<file path="src/rtl/tpsr_pkg.sv">
// Shared types and constants of the two-pattern stream replacement block.
package tpsr_pkg;

    localparam int DATA_W     = 8;
    localparam int FIELD_W    = 64;
    localparam int LEN_W      = 4;
    localparam int IDX_W      = 3;
    localparam int CFG_ADDR_W = 8;

    localparam int Q_DEPTH = 4;
    localparam int Q_PTR_W = 2;
    localparam int Q_CNT_W = 3;

    localparam logic [CFG_ADDR_W-1:0] REG_FIRST_PATTERN       = 8'd0;
    localparam logic [CFG_ADDR_W-1:0] REG_FIRST_PATTERN_LEN   = 8'd1;
    localparam logic [CFG_ADDR_W-1:0] REG_FIRST_REPLACE       = 8'd2;
    localparam logic [CFG_ADDR_W-1:0] REG_FIRST_REPLACE_LEN   = 8'd3;
    localparam logic [CFG_ADDR_W-1:0] REG_SECOND_PATTERN      = 8'd4;
    localparam logic [CFG_ADDR_W-1:0] REG_SECOND_PATTERN_LEN  = 8'd5;
    localparam logic [CFG_ADDR_W-1:0] REG_SECOND_REPLACE      = 8'd6;
    localparam logic [CFG_ADDR_W-1:0] REG_SECOND_REPLACE_LEN  = 8'd7;

    localparam logic [1:0] KIND_PASS = 2'd0;
    localparam logic [1:0] KIND_REP1 = 2'd1;
    localparam logic [1:0] KIND_REP2 = 2'd2;
    localparam logic [1:0] KIND_MARK = 2'd3;

    typedef struct packed {
        logic [1:0]        kind;
        logic [DATA_W-1:0] data;
        logic              last;
    } cmd_t;

    typedef struct packed {
        logic valid;
        cmd_t cmd;
    } q_req_t;

    typedef struct packed {
        logic [FIELD_W-1:0] first_pattern;
        logic [LEN_W-1:0]   first_pattern_length;
        logic [FIELD_W-1:0] first_replacement;
        logic [LEN_W-1:0]   first_replacement_length;
        logic [FIELD_W-1:0] second_pattern;
        logic [LEN_W-1:0]   second_pattern_length;
        logic [FIELD_W-1:0] second_replacement;
        logic [LEN_W-1:0]   second_replacement_length;
    } cfg_t;

endpackage

</file>
<file path="src/rtl/tpsr_front.sv">
// Front end: lookahead window, pattern matching and command generation.
module tpsr_front #(
    parameter int PATTERN_MAX = 8
) (
    input  logic                       aclk,
    input  logic                       aresetn,
    input  logic                       s_tvalid,
    output logic                       s_tready,
    input  logic [tpsr_pkg::DATA_W-1:0] s_tdata,
    input  logic                       s_tuser,
    input  logic                       s_tlast,
    input  tpsr_pkg::cfg_t             cfg,
    input  logic                       q_full,
    output tpsr_pkg::q_req_t           push_req
);
    import tpsr_pkg::*;

    localparam int CNT_W = $clog2(PATTERN_MAX + 1);

    localparam logic [1:0] ST_ACCEPT = 2'd0;
    localparam logic [1:0] ST_DECIDE = 2'd1;
    localparam logic [1:0] ST_SHIFT  = 2'd2;
    localparam logic [1:0] ST_FINAL  = 2'd3;

    logic [DATA_W-1:0]      win_byte_reg [PATTERN_MAX];
    logic [PATTERN_MAX-1:0] win_srch_reg;

    logic [1:0]       state_reg, state_next;
    logic [CNT_W-1:0] count_reg, count_next;
    logic [LEN_W-1:0] skip_reg, skip_next;
    logic             flush_reg, flush_next;
    logic             pend_valid_reg, pend_valid_next;
    cmd_t             pend_reg, pend_next;

    logic             match1, match2, hit1, hit2, empty;
    logic [LEN_W-1:0] drop;
    cmd_t             dec_cmd, final_cmd;
    logic [CNT_W-1:0] count_dec;
    logic [1:0]       after_state;
    logic             wr_en, shift_en;

    always_comb begin
        match1 = (cfg.first_pattern_length != '0)
            && (cfg.first_pattern_length <= LEN_W'(PATTERN_MAX))
            && (cfg.first_pattern_length <= LEN_W'(count_reg));
        match2 = (cfg.second_pattern_length != '0)
            && (cfg.second_pattern_length <= LEN_W'(PATTERN_MAX))
            && (cfg.second_pattern_length <= LEN_W'(count_reg));
        for (int k = 0; k < PATTERN_MAX; k++) begin
            if ((LEN_W'(k) < cfg.first_pattern_length)
                && (win_byte_reg[k] != cfg.first_pattern[DATA_W*k +: DATA_W])) begin
                match1 = 1'b0;
            end
            if ((LEN_W'(k) < cfg.second_pattern_length)
                && (win_byte_reg[k] != cfg.second_pattern[DATA_W*k +: DATA_W])) begin
                match2 = 1'b0;
            end
        end
    end

    always_comb begin
        hit2 = win_srch_reg[0] && match2;
        hit1 = win_srch_reg[0] && !match2 && match1;
        dec_cmd.data = win_byte_reg[0];
        dec_cmd.last = 1'b0;
        if (hit2) begin
            dec_cmd.kind = KIND_REP2;
            drop         = cfg.second_pattern_length;
            empty        = (cfg.second_replacement_length == '0);
        end else if (hit1) begin
            dec_cmd.kind = KIND_REP1;
            drop         = cfg.first_pattern_length;
            empty        = (cfg.first_replacement_length == '0);
        end else begin
            dec_cmd.kind = KIND_PASS;
            drop         = LEN_W'(1);
            empty        = 1'b0;
        end

        count_dec = count_reg - CNT_W'(1);
        if (!flush_reg) begin
            after_state = ST_ACCEPT;
        end else if (count_dec == '0) begin
            after_state = ST_FINAL;
        end else begin
            after_state = ST_DECIDE;
        end

        if (pend_valid_reg) begin
            final_cmd      = pend_reg;
            final_cmd.last = 1'b1;
        end else begin
            final_cmd.kind = KIND_MARK;
            final_cmd.data = '0;
            final_cmd.last = 1'b1;
        end
    end

    always_comb begin
        state_next      = state_reg;
        count_next      = count_reg;
        skip_next       = skip_reg;
        flush_next      = flush_reg;
        pend_valid_next = pend_valid_reg;
        pend_next       = pend_reg;
        push_req.valid  = 1'b0;
        push_req.cmd    = dec_cmd;
        wr_en           = 1'b0;
        shift_en        = 1'b0;
        s_tready        = (state_reg == ST_ACCEPT);
        case (state_reg)
            ST_ACCEPT: begin
                if (s_tvalid) begin
                    wr_en      = 1'b1;
                    count_next = count_reg + CNT_W'(1);
                    flush_next = s_tlast;
                    if (s_tlast || ((count_reg + CNT_W'(1)) == CNT_W'(PATTERN_MAX))) begin
                        state_next = ST_DECIDE;
                    end
                end
            end
            ST_DECIDE: begin
                if (!q_full) begin
                    shift_en   = 1'b1;
                    count_next = count_dec;
                    skip_next  = drop - LEN_W'(1);
                    if (!empty) begin
                        if (flush_reg) begin
                            push_req.valid  = pend_valid_reg;
                            push_req.cmd    = pend_reg;
                            pend_next       = dec_cmd;
                            pend_valid_next = 1'b1;
                        end else begin
                            push_req.valid = 1'b1;
                        end
                    end
                    state_next = (drop != LEN_W'(1)) ? ST_SHIFT : after_state;
                end
            end
            ST_SHIFT: begin
                shift_en   = 1'b1;
                count_next = count_dec;
                skip_next  = skip_reg - LEN_W'(1);
                if (skip_reg == LEN_W'(1)) begin
                    state_next = after_state;
                end
            end
            ST_FINAL: begin
                if (!q_full) begin
                    push_req.valid  = 1'b1;
                    push_req.cmd    = final_cmd;
                    pend_valid_next = 1'b0;
                    flush_next      = 1'b0;
                    state_next      = ST_ACCEPT;
                end
            end
            default: begin
                state_next = ST_ACCEPT;
            end
        endcase
    end

    always_ff @(posedge aclk) begin
        if (!aresetn) begin
            state_reg      <= ST_ACCEPT;
            count_reg      <= '0;
            skip_reg       <= '0;
            flush_reg      <= 1'b0;
            pend_valid_reg <= 1'b0;
        end else begin
            state_reg      <= state_next;
            count_reg      <= count_next;
            skip_reg       <= skip_next;
            flush_reg      <= flush_next;
            pend_valid_reg <= pend_valid_next;
        end
        pend_reg <= pend_next;
    end

    always_ff @(posedge aclk) begin
        if (wr_en) begin
            for (int k = 0; k < PATTERN_MAX; k++) begin
                if (CNT_W'(k) == count_reg) begin
                    win_byte_reg[k] <= s_tdata;
                    win_srch_reg[k] <= s_tuser;
                end
            end
        end else if (shift_en) begin
            for (int k = 0; k < PATTERN_MAX - 1; k++) begin
                win_byte_reg[k] <= win_byte_reg[k+1];
                win_srch_reg[k] <= win_srch_reg[k+1];
            end
        end
    end

endmodule

</file>
<file path="src/rtl/tpsr_queue.sv">
// Short command queue between the front end and the output expander.
module tpsr_queue (
    input  logic             aclk,
    input  logic             aresetn,
    input  tpsr_pkg::q_req_t push_req,
    output logic             full,
    output tpsr_pkg::q_req_t head,
    input  logic             pop
);
    import tpsr_pkg::*;

    cmd_t               mem [Q_DEPTH];
    logic [Q_PTR_W-1:0] wr_ptr_reg, wr_ptr_next;
    logic [Q_PTR_W-1:0] rd_ptr_reg, rd_ptr_next;
    logic [Q_CNT_W-1:0] fill_reg, fill_next;
    logic               do_push, do_pop;

    always_comb begin
        full        = (fill_reg == Q_CNT_W'(Q_DEPTH));
        head.valid  = (fill_reg != '0);
        head.cmd    = mem[rd_ptr_reg];
        do_push     = push_req.valid && !full;
        do_pop      = pop && head.valid;
        wr_ptr_next = do_push ? wr_ptr_reg + Q_PTR_W'(1) : wr_ptr_reg;
        rd_ptr_next = do_pop ? rd_ptr_reg + Q_PTR_W'(1) : rd_ptr_reg;
        fill_next   = fill_reg + Q_CNT_W'(do_push) - Q_CNT_W'(do_pop);
    end

    always_ff @(posedge aclk) begin
        if (!aresetn) begin
            wr_ptr_reg <= '0;
            rd_ptr_reg <= '0;
            fill_reg   <= '0;
        end else begin
            wr_ptr_reg <= wr_ptr_next;
            rd_ptr_reg <= rd_ptr_next;
            fill_reg   <= fill_next;
        end
    end

    always_ff @(posedge aclk) begin
        if (do_push) begin
            mem[wr_ptr_reg] <= push_req.cmd;
        end
    end

endmodule

</file>
<file path="src/rtl/tpsr_back.sv">
// Back end: expands queued commands into output bytes behind an output register.
module tpsr_back (
    input  logic                        aclk,
    input  logic                        aresetn,
    input  tpsr_pkg::cfg_t              cfg,
    input  tpsr_pkg::q_req_t            head,
    output logic                        pop,
    output logic                        m_tvalid,
    input  logic                        m_tready,
    output logic [tpsr_pkg::DATA_W-1:0] m_tdata,
    output logic                        m_tuser,
    output logic                        m_tlast
);
    import tpsr_pkg::*;

    logic              out_valid_reg, out_valid_next;
    logic [DATA_W-1:0] out_byte_reg, out_byte_next;
    logic              out_has_reg, out_has_next;
    logic              out_last_reg, out_last_next;
    logic [IDX_W-1:0]  idx_reg, idx_next;

    logic               load, rep_final;
    logic [FIELD_W-1:0] rep_bytes;
    logic [LEN_W-1:0]   rep_len;
    logic [DATA_W-1:0]  rep_byte;

    always_comb begin
        load      = !out_valid_reg || m_tready;
        rep_bytes = (head.cmd.kind == KIND_REP2) ? cfg.second_replacement
                                                 : cfg.first_replacement;
        rep_len   = (head.cmd.kind == KIND_REP2) ? cfg.second_replacement_length
                                                 : cfg.first_replacement_length;
        rep_byte  = rep_bytes[{idx_reg, 3'b000} +: DATA_W];
        rep_final = ((LEN_W'(idx_reg) + LEN_W'(1)) == rep_len);

        out_valid_next = out_valid_reg;
        out_byte_next  = out_byte_reg;
        out_has_next   = out_has_reg;
        out_last_next  = out_last_reg;
        idx_next       = idx_reg;
        pop            = 1'b0;
        if (load) begin
            out_valid_next = head.valid;
            if (head.valid) begin
                case (head.cmd.kind)
                    KIND_MARK: begin
                        out_byte_next = '0;
                        out_has_next  = 1'b0;
                        out_last_next = 1'b1;
                        pop           = 1'b1;
                    end
                    KIND_REP1, KIND_REP2: begin
                        out_byte_next = rep_byte;
                        out_has_next  = 1'b1;
                        out_last_next = head.cmd.last && rep_final;
                        if (rep_final) begin
                            pop      = 1'b1;
                            idx_next = '0;
                        end else begin
                            idx_next = idx_reg + IDX_W'(1);
                        end
                    end
                    default: begin
                        out_byte_next = head.cmd.data;
                        out_has_next  = 1'b1;
                        out_last_next = head.cmd.last;
                        pop           = 1'b1;
                    end
                endcase
            end
        end
    end

    always_ff @(posedge aclk) begin
        if (!aresetn) begin
            out_valid_reg <= 1'b0;
            idx_reg       <= '0;
        end else begin
            out_valid_reg <= out_valid_next;
            idx_reg       <= idx_next;
        end
        out_byte_reg <= out_byte_next;
        out_has_reg  <= out_has_next;
        out_last_reg <= out_last_next;
    end

    assign m_tvalid = out_valid_reg;
    assign m_tdata  = out_byte_reg;
    assign m_tuser  = out_has_reg;
    assign m_tlast  = out_last_reg;

endmodule

</file>
<file path="src/rtl/two_pattern_stream_replace.sv">
// Top level of the two-pattern streaming find-and-replace block.
// A byte is taken every cycle while the window fills; once it is full, or at the end of a string,
// each decision is made in a decide state that stalls on a full queue, with a shift state per
// further matched byte; a flush ends in a final state that pushes the held command as last, or a
// marker. Results pass the queue and the output register, then leave at one byte per cycle while
// m_tready is high. The synchronous active-low reset clears config, window count and queue.
module two_pattern_stream_replace #(
    parameter int PATTERN_MAX     = 8,
    parameter int REPLACEMENT_MAX = 8
) (
    input  logic                            aclk,
    input  logic                            aresetn,
    input  logic                            s_tvalid,
    output logic                            s_tready,
    input  logic [tpsr_pkg::DATA_W-1:0]     s_tdata,   // data_byte
    input  logic                            s_tuser,   // searchable
    input  logic                            s_tlast,   // end_of_string
    output logic                            m_tvalid,
    input  logic                            m_tready,
    output logic [tpsr_pkg::DATA_W-1:0]     m_tdata,   // out_byte
    output logic                            m_tuser,   // has_byte
    output logic                            m_tlast,   // last_of_string
    input  logic                            cfg_valid,
    output logic                            cfg_ready,
    input  logic [tpsr_pkg::CFG_ADDR_W-1:0] cfg_addr,
    input  logic [tpsr_pkg::FIELD_W-1:0]    cfg_data
);
    import tpsr_pkg::*;

    logic [FIELD_W-1:0] pat1_reg, rep1_reg, pat2_reg, rep2_reg;
    logic [LEN_W-1:0]   pat1_len_reg, rep1_len_reg, pat2_len_reg, rep2_len_reg;

    cfg_t   cfg;
    q_req_t push_req;
    q_req_t head;
    logic   q_full;
    logic   pop;

    assign cfg_ready = 1'b1;

    always_ff @(posedge aclk) begin
        if (!aresetn) begin
            pat1_reg     <= '0;
            pat1_len_reg <= '0;
            rep1_reg     <= '0;
            rep1_len_reg <= '0;
            pat2_reg     <= '0;
            pat2_len_reg <= '0;
            rep2_reg     <= '0;
            rep2_len_reg <= '0;
        end else if (cfg_valid) begin
            case (cfg_addr)
                REG_FIRST_PATTERN:      pat1_reg     <= cfg_data;
                REG_FIRST_PATTERN_LEN:  pat1_len_reg <= cfg_data[LEN_W-1:0];
                REG_FIRST_REPLACE:      rep1_reg     <= cfg_data;
                REG_FIRST_REPLACE_LEN:  rep1_len_reg <= cfg_data[LEN_W-1:0];
                REG_SECOND_PATTERN:     pat2_reg     <= cfg_data;
                REG_SECOND_PATTERN_LEN: pat2_len_reg <= cfg_data[LEN_W-1:0];
                REG_SECOND_REPLACE:     rep2_reg     <= cfg_data;
                REG_SECOND_REPLACE_LEN: rep2_len_reg <= cfg_data[LEN_W-1:0];
                default: begin
                end
            endcase
        end
    end

    // Replacement lengths saturate at the longest supported replacement.
    always_comb begin
        cfg.first_pattern            = pat1_reg;
        cfg.first_pattern_length     = pat1_len_reg;
        cfg.first_replacement        = rep1_reg;
        cfg.first_replacement_length = (rep1_len_reg > LEN_W'(REPLACEMENT_MAX))
                                       ? LEN_W'(REPLACEMENT_MAX) : rep1_len_reg;
        cfg.second_pattern           = pat2_reg;
        cfg.second_pattern_length    = pat2_len_reg;
        cfg.second_replacement       = rep2_reg;
        cfg.second_replacement_length = (rep2_len_reg > LEN_W'(REPLACEMENT_MAX))
                                        ? LEN_W'(REPLACEMENT_MAX) : rep2_len_reg;
    end

    tpsr_front #(
        .PATTERN_MAX (PATTERN_MAX)
    ) u_front (
        .aclk     (aclk),
        .aresetn  (aresetn),
        .s_tvalid (s_tvalid),
        .s_tready (s_tready),
        .s_tdata  (s_tdata),
        .s_tuser  (s_tuser),
        .s_tlast  (s_tlast),
        .cfg      (cfg),
        .q_full   (q_full),
        .push_req (push_req)
    );

    tpsr_queue u_queue (
        .aclk     (aclk),
        .aresetn  (aresetn),
        .push_req (push_req),
        .full     (q_full),
        .head     (head),
        .pop      (pop)
    );

    tpsr_back u_back (
        .aclk     (aclk),
        .aresetn  (aresetn),
        .cfg      (cfg),
        .head     (head),
        .pop      (pop),
        .m_tvalid (m_tvalid),
        .m_tready (m_tready),
        .m_tdata  (m_tdata),
        .m_tuser  (m_tuser),
        .m_tlast  (m_tlast)
    );

endmodule
</file>
<file path="config.mk">
export PLATFORM = sky130hd
export DESIGN_NAME = two_pattern_stream_replace
export DESIGN_NICKNAME = d
export VERILOG_FILES = /design/src/rtl/tpsr_pkg.sv /design/src/rtl/tpsr_front.sv /design/src/rtl/tpsr_queue.sv /design/src/rtl/tpsr_back.sv /design/src/rtl/two_pattern_stream_replace.sv
export SDC_FILE = /design/constraint.sdc
export NUM_CORES = 1
export LEC_CHECK = 0
export BUFFER_PORTS_ARGS = -buffer_cell sky130_fd_sc_hd__buf_2
export CORE_MARGIN = 4
export CORE_UTILIZATION = 35
export CTS_CLUSTER_DIAMETER = 80
export DETAILED_ROUTE_END_ITERATION = 8
export PLACE_DENSITY_LB_ADDON = 0.08
export SLEW_MARGIN = 5
export SYNTH_ARGS = -nofsm -noshare
export SYNTH_HDL_FRONTEND = slang
export SYNTH_SLANG_ARGS = --single-unit
</file>
<file path="constraint.sdc">
create_clock -name aclk -period 4.67 [get_ports aclk]
set_input_delay 0.467 -clock aclk [delete_from_list [all_inputs] [get_ports aclk]]
set_output_delay 0.467 -clock aclk [all_outputs]
set_load 0.05 [all_outputs]
</file>
==> results.toml <==
[floorplan]
dieArea_um2 = 59700
die_y_um = 244
start_util_pct = 35.4
die_x_um = 244
io_pins = 100
core_area_um2 = 55200
std_cell_rows = 86

[critical_path]
start_kind = "flop"
worst_ep_required_time_ns = 5.11
worstPathArrival_ns = 4.38
r2r_cells = 16
crit_type = "reg -> reg"
worstPathMaxFanout = 9
endpoint_kind = "flop"

[drt]
antenna_left = 0
drt_first_pass_iters = 5
wire_per_inst_um = 21.0
route.vias.total = 15236
viasPerCell = 5.15
drtIter0Drc = 1125
drc = 0
drt-total-wl_um = 62300

[pwr]
finalPower_mw = 9.68
swShare_pct = 29.2
switchingPower_mw = 2.83
power_leakage_nw = 7.81
pwr-share-seq_pct = 44.3
powerDensity_nw_per_um2 = 434
p_int_mw = 6.85
irDropWorstVdd_mv = 0.273
pwr-share-clk_pct = 39.3
combPwrFrac_pct = 16.5

[min_path]
hp-class = "in -> reg"
hold_depth = 1
worstHoldStart = "s_tuser"

[sta]
worstMarginPinSlew_ns = 1.14
drv_slew = 0
setup_violations = 0
fin_hold_ws_ns = 0.107
skew_ns = 0.0267
fmax_ghz = 0.254
rsz0062_at_grt = "no"
hold_violations = 0
period_minus_slack_ns = 3.94
layout_setup_ws_ns = 0.733
fin_crit_sh_pct = 84.3
slew-limit-headroom_pct = 24.0
fin_setup_tns_ns = 0

[yosys]
synth_area_um2 = 19600
syn_area_per_cell_um2 = 9.18
ys_ff_latch = 433
synth_area_leaders = "dfxtp_1, edfxtp_1, nand2_1, a21oi_1, xor2_1"
yosysMostFrequentCell = "nand2_1"
syn_nets = 2249
async_reset_ff_share_pct = 0
synth-main-ff-cell = "dfxtp_1"
postSynthCellCount = 2130
synth_warnings = 0
synth_edf_count = 136
synth_common_cells = "nand2_1, dfxtp_1, a21oi_1"
synth_top_area_share_pct = 30.4
yosysSeqAreaShare_pct = 51.3
synth_top_cell_by_area = "dfxtp_1"
synth_cell_types = 62

[grt]
grt_pass1_wl_um = 94300
grt_util_all_layers_pct = 20.5
grt_max_degree = 164
grt_overflow = 0
antenna_found_initial = 0
first_global_vias = 14734

[finish]
area.growth.synth_to_final_pct = 14.0
final_util_pct = 40.4
fin_cells = 2961
num_antenna_cells = 0
final_area_um2 = 22300
drive_above_1_share_pct = 11.0
fin_nets = 2291

[place]
port_buffers = 98
place_inst = 2868
gp_congestion = 0.810
dp_slack_ns = 0.731
hpwlAfterDp_um = 42500
place_area_um2 = 20700

[clock_network]
cts_root_buf = "clkbuf_16"
cts.reportedPaths.clkPinSlew_ns = 0.06
cts_resized = 0
cts_buffer_depth = 3
h-tree-depth = 2
cts-buffers-inserted = 50
postCtsSetupRepairBufs = 0
cts_tree = "built"
cts.sinks = 433
clock_latency_ns = 0.61
hold_buffers = 0

[run]
max-cap-violations = 0

[outcome]
status = "finished, final reports clean"
## cell usage in the layout, fill, tap and decap left out, types with 8 or more instances in the layout
| cell type | n |
|---|---|
| nand2_1 | 645 |
| dfxtp_1 | 297 |
| a21oi_1 | 289 |
| edfxtp_1 | 136 |
| buf_2 | 98 |
| xor2_1 | 82 |
| xnor2_1 | 65 |
| mux2i_1 | 60 |
| nor2_1 | 54 |
| clkbuf_16 | 50 |
| inv_1 | 34 |
| ha_1 | 30 |
| nor4_1 | 27 |
| mux4_2 | 27 |
| buf_4 | 23 |
| o21ai_0 | 22 |
| nand3_1 | 20 |
| a21o_1 | 18 |
| nand4_1 | 17 |
| o221ai_1 | 16 |
| and2_1 | 13 |
| clkbuf_1 | 13 |
| a22oi_1 | 12 |
| clkinv_2 | 12 |
| o22ai_1 | 11 |
| o31ai_1 | 10 |
| a31oi_1 | 9 |
| o21ai_1 | 9 |
| nor3_1 | 8 |
| a21boi_0 | 8 |
| a2bb2oi_1 | 8 |
## routing by layer
metal / wire, um / vias to the layer above / GRT usage (%) / part of all wire (%)
li1: - / 7373 / - / -
met1: 29600 / 7470 / 29.3 / 47
met2: 29100 / 327 / 33.4 / 47
met3: 2630 / 66 / 3.08 / 4.2
met4: 964 / 0 / 3.92 / 1.5
met5: 0 / - / 0 / 0
## final timing paths
kind	slack [ns]	end
min reg2reg	0.45	rep1_reg[49]
max	0.73	u_queue.fill_reg[2]
max reg2reg	0.73	u_queue.fill_reg[2]
min	0.11	u_front.win_srch_reg[7]
## cell families (layout without fill, tap and decap cells)
family                   Yosys count  after routing  share of synthesized area, %
AND/OR/NAND/NOR                  829            829                          17.7
AO/OA/AOI/OAI                    432            432                          12.8
other                              1              1                        0.0192
flip-flops                       433            433                          51.3
buffers and inverters            168            251                          3.31
multiplexers                      88             88                          6.24
XOR/XNOR                         147            147                          6.58
adder cells (fa/ha/maj)           32             32                          2.09
## layout make-up
class | count | area, um2
clock buffers | 70 | 1400
clock inverters | 23 | 180
fillers | 5551 | 32900
inverters | 36 | 143
multi-input cells | 1529 | 8920
flip-flops and latches | 433 | 10000
well taps | 748 | 936
repair buffers | 122 | 683
## power by group through the flow
stage	Combinational [mW]	Sequential, mW	Clock (mW)
2_1_floorplan	0.943	4.48	0
3_3_place_gp	1.60	4.37	0
3_5_place_dp	1.61	4.37	0
4_1_cts	1.62	4.29	3.91
5_1_grt	1.73	4.31	4.07
6_report	1.59	4.29	3.80
## worst max-delay path: stages, from the launching register on
cell and delay (ns):
dfxtp_1 0.58, mux4_2 0.58, inv_1 0.10, ha_2 0.29, nor3b_1 0.07, a31oi_1 0.19, xnor2_1 0.11, nor4_1 0.39
o21a_1 0.26, ha_1 0.25, inv_1 0.05, ha_1 0.13, inv_1 0.05, fa_1 0.37, xor2_1 0.17, xnor2_1 0.14
nor2_1 0.05
Power figures use the tool's default switching activity.
